==> config.mk <==
export PLATFORM = sky130hd
export DESIGN_NAME = argmax_class_scatter_accumulate_flat
export DESIGN_NICKNAME = d
export VERILOG_FILES = /design/src/rtl/core/acsa_pkg.sv /design/src/rtl/core/acsa_in_if.sv /design/src/rtl/core/acsa_out_if.sv /design/src/rtl/core/acsa_ctrl.sv /design/src/rtl/core/acsa_dp.sv /design/src/rtl/core/argmax_class_scatter_accumulate.sv /design/src/flat_wrapper.sv
export SDC_FILE = /design/constraint.sdc
export NUM_CORES = 2
export LEC_CHECK = 0
export BUFFER_PORTS_ARGS = -buffer_cell sky130_fd_sc_hd__buf_2
export CAP_MARGIN = 25
export CORE_ASPECT_RATIO = 1.5
export CORE_MARGIN = 3
export CORE_UTILIZATION = 55
export DETAILED_ROUTE_END_ITERATION = 7
export PLACE_DENSITY = 0.71
export SLEW_MARGIN = 0
export SYNTH_ARGS = -nofsm -noshare
export SYNTH_HDL_FRONTEND = slang
export SYNTH_SLANG_ARGS = --single-unit
==> constraint.sdc <==
create_clock -name clk -period 6.3 [get_ports clk]
set_clock_uncertainty 0.2 [all_clocks]
set_input_delay 0.945 -clock clk [delete_from_list [all_inputs] [get_ports clk]]
set_output_delay 0.945 -clock clk [all_outputs]
set_load 0.01 [all_outputs]
==> src/rtl/core/acsa_pkg.sv <==
// Shared types and constants for the argmax class scatter-accumulate block.
// No dependencies; every other file in rtl/core depends on this package.
package acsa_pkg;

    typedef logic signed [15:0] q_t;

    // Column that carries the -1.0 bias
    localparam int unsigned BIAS_COLUMN = 2;

    localparam logic MODE_ELEMENT = 1'b0;
    localparam logic MODE_DRAIN   = 1'b1;

    localparam logic KIND_ELEMENT = 1'b0;
    localparam logic KIND_TABLE   = 1'b1;

    // Controller to datapath
    typedef struct packed {
        logic clr_en;    // clearing pass, one table word per cycle
        logic elem;      // process the accepted row element
        logic drain_rd;  // issue table read for the accepted drain
        logic drain_wr;  // present drained word, zero the entry
        logic acc_step;  // one step of the row-end accumulate
    } cmd_t;

    // Datapath to controller
    typedef struct packed {
        logic clr_done;
        logic row_end;
        logic acc_done;
    } stat_t;

endpackage

==> src/rtl/core/acsa_in_if.sv <==
// Input channel: valid/ready handshake carrying one row element or drain request.
// Depends on acsa_pkg.
interface acsa_in_if;
    logic           valid;
    logic           ready;
    logic           mode;
    acsa_pkg::q_t   value;
    logic           row_masked;

    modport source (output valid, mode, value, row_masked, input ready);
    modport sink   (input valid, mode, value, row_masked, output ready);
endinterface

==> src/rtl/core/acsa_out_if.sv <==
// Output channel: valid/ready handshake carrying one result beat.
// Depends on acsa_pkg.
interface acsa_out_if;
    logic           valid;
    logic           ready;
    logic           kind;
    acsa_pkg::q_t   result_value;
    logic           last;

    modport source (output valid, kind, result_value, last, input ready);
    modport sink   (input valid, kind, result_value, last, output ready);
endinterface

==> src/rtl/core/acsa_ctrl.sv <==
// Controller FSM: table clear after reset, element/drain dispatch, row-end accumulate.
// Depends on acsa_pkg for the command and status structs.
module acsa_ctrl (
    input  logic            clk,
    input  logic            rst_n,
    input  logic            in_valid,
    input  logic            in_mode,
    output logic            in_ready,
    output logic            out_valid,
    input  logic            out_ready,
    input  acsa_pkg::stat_t stat,
    output acsa_pkg::cmd_t  cmd
);
    import acsa_pkg::*;

    typedef enum logic [3:0] {
        S_CLEAR = 4'b0001,
        S_IDLE  = 4'b0010,
        S_ACC   = 4'b0100,
        S_DRAIN = 4'b1000
    } state_t;

    state_t state_reg;
    state_t state_next;
    logic   out_valid_reg;
    logic   out_valid_next;
    logic   accept;

    // Output slot must be empty or emptying before a new beat is taken
    assign in_ready  = (state_reg == S_IDLE) && (!out_valid_reg || out_ready);
    assign accept    = in_valid && in_ready;
    assign out_valid = out_valid_reg;

    always_comb
    begin
        state_next     = state_reg;
        out_valid_next = out_valid_reg && !out_ready;
        cmd            = '0;
        case (state_reg)
            S_CLEAR:
            begin
                cmd.clr_en = 1'b1;
                if (stat.clr_done)
                begin
                    state_next = S_IDLE;
                end
            end
            S_IDLE:
            begin
                if (accept)
                begin
                    if (in_mode == MODE_DRAIN)
                    begin
                        cmd.drain_rd = 1'b1;
                        state_next   = S_DRAIN;
                    end
                    else
                    begin
                        cmd.elem       = 1'b1;
                        out_valid_next = 1'b1;
                        if (stat.row_end)
                        begin
                            state_next = S_ACC;
                        end
                    end
                end
            end
            S_ACC:
            begin
                cmd.acc_step = 1'b1;
                if (stat.acc_done)
                begin
                    state_next = S_IDLE;
                end
            end
            S_DRAIN:
            begin
                cmd.drain_wr   = 1'b1;
                out_valid_next = 1'b1;
                state_next     = S_IDLE;
            end
            default:
            begin
                state_next = S_CLEAR;
            end
        endcase
    end

    always_ff @(posedge clk or negedge rst_n)
    begin
        if (!rst_n)
        begin
            state_reg     <= S_CLEAR;
            out_valid_reg <= 1'b0;
        end
        else
        begin
            state_reg     <= state_next;
            out_valid_reg <= out_valid_next;
        end
    end

endmodule

==> src/rtl/core/acsa_dp.sv <==
// Datapath: element remask/bias, argmax tracking, row buffer and class-sum memories,
// output payload register. Depends on acsa_pkg; driven by acsa_ctrl commands.
module acsa_dp #(
    parameter int ROW_WIDTH = 16,
    parameter int CLASSES   = 4,
    parameter int FRAC_BITS = 9
) (
    input  logic            clk,
    input  logic            rst_n,
    input  acsa_pkg::cmd_t  cmd,
    output acsa_pkg::stat_t stat,
    input  acsa_pkg::q_t    in_value,
    input  logic            in_row_masked,
    output logic            out_kind,
    output acsa_pkg::q_t    out_result_value,
    output logic            out_last
);
    import acsa_pkg::*;

    localparam int TABLE_SIZE  = CLASSES * ROW_WIDTH;
    localparam int ARG_COLUMNS = (CLASSES < ROW_WIDTH) ? CLASSES : ROW_WIDTH;
    localparam int COL_W       = $clog2(ROW_WIDTH);
    localparam int K_W         = $clog2(ROW_WIDTH + 1);
    localparam int CLS_W       = $clog2(CLASSES);
    localparam int TAB_AW      = $clog2(TABLE_SIZE);
    localparam logic [15:0] BIAS = 16'(1 << FRAC_BITS);
    localparam logic [COL_W-1:0]  LAST_COL  = COL_W'(ROW_WIDTH - 1);
    localparam logic [TAB_AW-1:0] LAST_ADDR = TAB_AW'(TABLE_SIZE - 1);

    // Memories
    logic [15:0] row_mem [ROW_WIDTH];
    logic [15:0] sum_mem [TABLE_SIZE];
    logic [15:0] row_rd_reg;
    logic [15:0] sum_rd_reg;

    // Control-side state
    logic [COL_W-1:0]  col_reg;
    logic [COL_W-1:0]  col_next;
    q_t                best_reg;
    q_t                best_next;
    logic [CLS_W-1:0]  cls_reg;
    logic [CLS_W-1:0]  cls_next;
    logic [TAB_AW-1:0] drain_ptr_reg;
    logic [TAB_AW-1:0] drain_ptr_next;
    logic [TAB_AW-1:0] clr_addr_reg;
    logic [TAB_AW-1:0] clr_addr_next;
    logic [K_W-1:0]    k_reg;
    logic [K_W-1:0]    k_next;
    logic              pend_reg;
    logic              pend_next;

    // Payload-only registers
    logic [COL_W-1:0]  pend_col_reg;
    logic [TAB_AW-1:0] drain_addr_reg;
    logic              out_kind_reg;
    q_t                out_value_reg;
    logic              out_last_reg;

    logic [15:0]       x;
    logic [TAB_AW-1:0] base;
    logic [TAB_AW-1:0] sum_ra;
    logic              sum_we;
    logic [TAB_AW-1:0] sum_wa;
    logic [15:0]       sum_wd;

    // Remask, then bias on the bias column
    always_comb
    begin
        x = in_row_masked ? 16'h0000 : in_value;
        if (col_reg == COL_W'(BIAS_COLUMN))
        begin
            x = x - BIAS;
        end
    end

    assign base = TAB_AW'(cls_reg * ROW_WIDTH);

    assign stat.clr_done = (clr_addr_reg == LAST_ADDR);
    assign stat.row_end  = (col_reg == LAST_COL);
    assign stat.acc_done = (k_reg == K_W'(ROW_WIDTH));

    // Argmax tracking and column counter
    always_comb
    begin
        col_next  = col_reg;
        best_next = best_reg;
        cls_next  = cls_reg;
        if (cmd.elem)
        begin
            col_next = (col_reg == LAST_COL) ? '0 : col_reg + 1'b1;
            if (col_reg == '0)
            begin
                best_next = q_t'(x);
                cls_next  = '0;
            end
            else if ((int'(col_reg) < ARG_COLUMNS) && ($signed(x) > best_reg))
            begin
                best_next = q_t'(x);
                cls_next  = CLS_W'(col_reg);
            end
        end
    end

    // Row-end accumulate sequencing: read at k, write back in the following cycle
    always_comb
    begin
        k_next    = k_reg;
        pend_next = 1'b0;
        if (cmd.acc_step)
        begin
            pend_next = !stat.acc_done;
            k_next    = stat.acc_done ? '0 : k_reg + 1'b1;
        end
    end

    assign clr_addr_next  = cmd.clr_en ? clr_addr_reg + 1'b1 : clr_addr_reg;
    assign drain_ptr_next = !cmd.drain_rd ? drain_ptr_reg
                          : (drain_ptr_reg == LAST_ADDR) ? '0 : drain_ptr_reg + 1'b1;

    // Class-sum memory port selection
    always_comb
    begin
        sum_ra = cmd.drain_rd ? drain_ptr_reg : base + TAB_AW'(k_reg[COL_W-1:0]);
        sum_we = 1'b0;
        sum_wa = base + TAB_AW'(pend_col_reg);
        sum_wd = sum_rd_reg + row_rd_reg;
        if (cmd.clr_en)
        begin
            sum_we = 1'b1;
            sum_wa = clr_addr_reg;
            sum_wd = '0;
        end
        else if (cmd.drain_wr)
        begin
            sum_we = 1'b1;
            sum_wa = drain_addr_reg;
            sum_wd = '0;
        end
        else if (pend_reg)
        begin
            sum_we = 1'b1;
        end
    end

    always_ff @(posedge clk)
    begin
        if (sum_we)
        begin
            sum_mem[sum_wa] <= sum_wd;
        end
        sum_rd_reg <= sum_mem[sum_ra];
    end

    always_ff @(posedge clk)
    begin
        if (cmd.elem)
        begin
            row_mem[col_reg] <= x;
        end
        row_rd_reg <= row_mem[k_reg[COL_W-1:0]];
    end

    always_ff @(posedge clk)
    begin
        pend_col_reg <= k_reg[COL_W-1:0];
        if (cmd.drain_rd)
        begin
            drain_addr_reg <= drain_ptr_reg;
        end
        if (cmd.elem)
        begin
            out_kind_reg  <= KIND_ELEMENT;
            out_value_reg <= q_t'(x);
            out_last_reg  <= 1'b0;
        end
        else if (cmd.drain_wr)
        begin
            out_kind_reg  <= KIND_TABLE;
            out_value_reg <= q_t'(sum_rd_reg);
            out_last_reg  <= (drain_addr_reg == LAST_ADDR);
        end
    end

    always_ff @(posedge clk or negedge rst_n)
    begin
        if (!rst_n)
        begin
            col_reg       <= '0;
            best_reg      <= '0;
            cls_reg       <= '0;
            drain_ptr_reg <= '0;
            clr_addr_reg  <= '0;
            k_reg         <= '0;
            pend_reg      <= 1'b0;
        end
        else
        begin
            col_reg       <= col_next;
            best_reg      <= best_next;
            cls_reg       <= cls_next;
            drain_ptr_reg <= drain_ptr_next;
            clr_addr_reg  <= clr_addr_next;
            k_reg         <= k_next;
            pend_reg      <= pend_next;
        end
    end

    assign out_kind         = out_kind_reg;
    assign out_result_value = out_value_reg;
    assign out_last         = out_last_reg;

endmodule

==> src/rtl/core/argmax_class_scatter_accumulate.sv <==
// Row element beat: result in the cycle after accept; next beat may follow at once while the output slot is free.
// Drain beat: table word read on accept, registered into the output in the drain state, input ready low in between.
// Last column of a row: input held off in the accumulate state while the row is
// added into the class-sum memory, one word per cycle over its single write port.
// Reset: async, active low; then a clearing pass over all CLASSES*ROW_WIDTH words with
// input ready low before the first beat is taken.
module argmax_class_scatter_accumulate #(
    parameter int ROW_WIDTH = 16,
    parameter int CLASSES   = 4,
    parameter int FRAC_BITS = 9
) (
    input  logic       clk,
    input  logic       rst_n,
    acsa_in_if.sink    din,
    acsa_out_if.source dout
);
    import acsa_pkg::*;

    cmd_t  cmd;
    stat_t stat;

    acsa_ctrl u_ctrl (
        .clk       (clk),
        .rst_n     (rst_n),
        .in_valid  (din.valid),
        .in_mode   (din.mode),
        .in_ready  (din.ready),
        .out_valid (dout.valid),
        .out_ready (dout.ready),
        .stat      (stat),
        .cmd       (cmd)
    );

    acsa_dp #(
        .ROW_WIDTH (ROW_WIDTH),
        .CLASSES   (CLASSES),
        .FRAC_BITS (FRAC_BITS)
    ) u_dp (
        .clk              (clk),
        .rst_n            (rst_n),
        .cmd              (cmd),
        .stat             (stat),
        .in_value         (din.value),
        .in_row_masked    (din.row_masked),
        .out_kind         (dout.kind),
        .out_result_value (dout.result_value),
        .out_last         (dout.last)
    );

endmodule

==> src/flat_wrapper.sv <==
// flat-port wrapper written by rule: the top's interface ports become plain ports
module argmax_class_scatter_accumulate_flat import acsa_pkg::*;
#(
    parameter int ROW_WIDTH = 16,
    parameter int CLASSES   = 4,
    parameter int FRAC_BITS = 9
)
  (clk, rst_n, din_valid, din_mode, din_value, din_row_masked, din_ready, dout_valid, dout_kind, dout_result_value, dout_last, dout_ready);
  acsa_in_if din_i ();
  acsa_out_if dout_i ();
  input  logic clk;
  input  logic rst_n;
  input wire logic [$bits(din_i.valid)-1:0] din_valid;
  input wire logic [$bits(din_i.mode)-1:0] din_mode;
  input wire logic [$bits(din_i.value)-1:0] din_value;
  input wire logic [$bits(din_i.row_masked)-1:0] din_row_masked;
  output wire logic [$bits(din_i.ready)-1:0] din_ready;
  output wire logic [$bits(dout_i.valid)-1:0] dout_valid;
  output wire logic [$bits(dout_i.kind)-1:0] dout_kind;
  output wire logic [$bits(dout_i.result_value)-1:0] dout_result_value;
  output wire logic [$bits(dout_i.last)-1:0] dout_last;
  input wire logic [$bits(dout_i.ready)-1:0] dout_ready;
  assign din_i.valid = din_valid;
  assign din_i.mode = din_mode;
  assign din_i.value = din_value;
  assign din_i.row_masked = din_row_masked;
  assign din_ready = din_i.ready;
  assign dout_valid = dout_i.valid;
  assign dout_kind = dout_i.kind;
  assign dout_result_value = dout_i.result_value;
  assign dout_last = dout_i.last;
  assign dout_i.ready = dout_ready;
  argmax_class_scatter_accumulate #(.ROW_WIDTH(ROW_WIDTH), .CLASSES(CLASSES), .FRAC_BITS(FRAC_BITS)) u_core (.clk(clk), .rst_n(rst_n), .din(din_i), .dout(dout_i));
endmodule
==> metrics.cfg <==
[floorplan]
die_x_um = 263
design.core.area_mm2 = 0.0986
die_y_um = 392
core.rowCount = 141
io_pins = 42
start_util_pct = 55.4
design.die.area_mm2 = 0.103

[power]
power_leakage_nw = 21.4
irDropWorstVdd_mv = 0.479
power.density_mw_per_mm2 = 493

[global_route]
first_global_vias = 31300
track_usage_pct = 26.7
antenna_found_initial = 0
grt_pass1_wl_um = 202000
overflow = 0
grt_max_degree = 135

[worst_hold_path]
hp-class = input pin to async pin

[synth]
syn_inst = 3538
ys_types = 62
synth_edf_count = 1302
ys.flop_type = edfxtp_1
seq_area_frac_synth_pct = 75.0
postSynth.asyncResetShare_pct = 3.25
avgSynthCellArea_um2 = 15.4
synth_seq_cells = 1385
syn-num-nets = 3600
ys_warn_count = 0
netlist_area_mm2 = 0.0546

[finish]
final_common_cell = edfxtp_1
layout_common_cells = edfxtp_1 (1,302), nand2_1 (682), mux2i_1 (235)
regMostFlops = u_core.u_dp.sum_mem
fin_nets = 3734
area_growth_pct = 11.4
top_regs = u_core.u_dp.sum_mem x1024, u_core.u_dp.row_mem x256
drive_gt1_share_pct = 14.4
largest_register_ffs = 1024

[sta]
worst_slew_pin_slew_ns = 1.06
fmax_mhz = 207
fin_crit_sh_pct = 76.8
worst_slack_ns = 1.46
hold_violations = 0
setup_viol = 0
whs_ns = 0.109
slew_headroom_pct = 29.4
final.min_clock_period_ns = 4.84
setup_tns_ns = 0
rsz0062_at_grt = false
drv_slew = 0

[critical_path]
reg2regPathDepth = 10
startpoint_type = flop
path_class = flop to flop
rrSetupSlack_ns = 1.46
timing.rr.start = u_core.u_ctrl.state_reg[3]
reg2reg_to = u_core.u_dp.sum_rd_reg[5]
arrival_ns = 5.24
required_ns = 6.70
end_kind = flop
worstPathMaxFanout = 87

[detailed_routing]
post-route-drc-count = 0
postRouteWirelength_um = 138000
m1WireLength_um = 48300
drt_iter0_drc = 3168
top_layer = met4
vias = 31300
antenna_left = 0
dr.pass1.iters = 5
post_drt_wl_per_cell_um = 27.3
dr_wl_met2_um = 71500
met3_wirelength_um = 9300
via_per_inst = 6.19

[clock_tree]
numCtsBuffers = 116
clk_latency_ns = 0.74
path_clk_slew_ns = 0.07
ctsRootBufferMaster = clkbuf_16
cts-hold-fix-buffers = 0
tritoncts = yes
h-tree-depth = 3
cts_buffer_depth = 3
post_cts_buffers = 0
cts_resized = 0
clock_sinks = 1385

[run]
drv_cap = 0

[placement]
gp_congestion = 0.863
hpwl_um = 82900
numPortBuffers = 41
pre_cts_ws_ns = 1.30

[status]
outcome = complete, no violations

## layer usage
metal / vias to the layer above / track usage (%)
li1: 13800 / -
met1: 15800 / 31.3
met2: 1449 / 47.0
met3: 340 / 3.58
met4: 0 / 16.5
met5: - / 0
## power by group
part	internal [mW]	total, mW	switching, mW
clock	3.84	7.04	3.20
combinational	2.17	8.90	6.73
sequential	13.7	14.0	0.373
## worst max-delay path by stage
stage                                     startpoint                          end  slack [ns]  cells after the start
after detailed placement                  dout_ready    u_core.u_dp.sum_rd_reg[6]        1.30                     12
after global routing       u_core.u_dp.row_rd_reg[0]  u_core.u_dp.sum_mem[21][12]        1.24                     11
after CTS                 u_core.u_ctrl.state_reg[3]    u_core.u_dp.sum_rd_reg[5]        1.54                     10
final                     u_core.u_ctrl.state_reg[3]    u_core.u_dp.sum_rd_reg[5]        1.46                     10
after floorplan            u_core.u_dp.row_rd_reg[1]   u_core.u_dp.sum_mem[0][11]        1.16                      7
after global placement                    dout_ready    u_core.u_dp.sum_rd_reg[5]        1.40                     11
## critical path, cell delays in order, from the launching register on
cell	delay [ns]
dfrtp_1	0.45
nor4b_4	0.47
nand4_4	0.32
clkinv_2	0.37
mux2i_4	0.61
buf_12	0.44
mux2i_1	0.43
o22ai_1	0.15
o21ai_0	0.55
o2111a_1	0.39
nand4_1	0.11
## layout make-up
type                    count  area, µm²
flip-flops and latches   1385      41000
fillers                  6937      37700
multi-input cells        1935      12800
clock buffers             155       3170
well taps                1287       1610
repair buffers            203       1600
clock inverters            64        566
inverters                  31        118
diodes                      1       2.50
## metrics by stage
stage | power, mW | utilization, % | cells | instance area (µm²)
after global placement | 22.8 | 57.9 | 4837 | 57100
after detailed placement | 23.1 | 57.9 | 4838 | 57100
after global routing | 31.1 | 61.7 | 5060 | 60900
after CTS | 30.0 | 61.7 | 5057 | 60800
after floorplan | 19.4 | - | 3538 | 54600
final | 30.0 | 61.7 | 5061 | 60900
## cell families (layout without fill, tap and decap cells)
logic type / after synthesis / after routing / share of synthesized area, %
AO/OA/AOI/OAI: 423 / 423 / 4.89
multiplexers: 337 / 337 / 8.05
XOR/XNOR: 23 / 23 / 0.369
flip-flops: 1385 / 1385 / 75.0
adder cells (fa/ha/maj): 40 / 40 / 0.930
AND/OR/NAND/NOR: 1112 / 1112 / 8.80
other: 0 / 1 / 0
buffers and inverters: 218 / 453 / 1.96
## synthesized netlist by cell type (44+ instances only)
| library cell | count | share of area [%] |
|---|---|---|
| a21oi_1 | 85 | 0.78 |
| a31oi_1 | 83 | 0.95 |
| buf_2 | 62 | 0.57 |
| clkbuf_1 | 83 | 0.57 |
| dfrtp_1 | 44 | 2.0 |
| edfxtp_1 | 1302 | 72 |
| mux2i_1 | 237 | 4.3 |
| mux4_2 | 80 | 3.3 |
| nand2_1 | 686 | 4.7 |
| nand3_1 | 149 | 1.4 |
| nand4_1 | 57 | 0.65 |
| nor2_1 | 118 | 0.81 |
| o21ai_0 | 73 | 0.67 |
| o22ai_1 | 96 | 1.1 |
(Power assumes the default switching activity.)
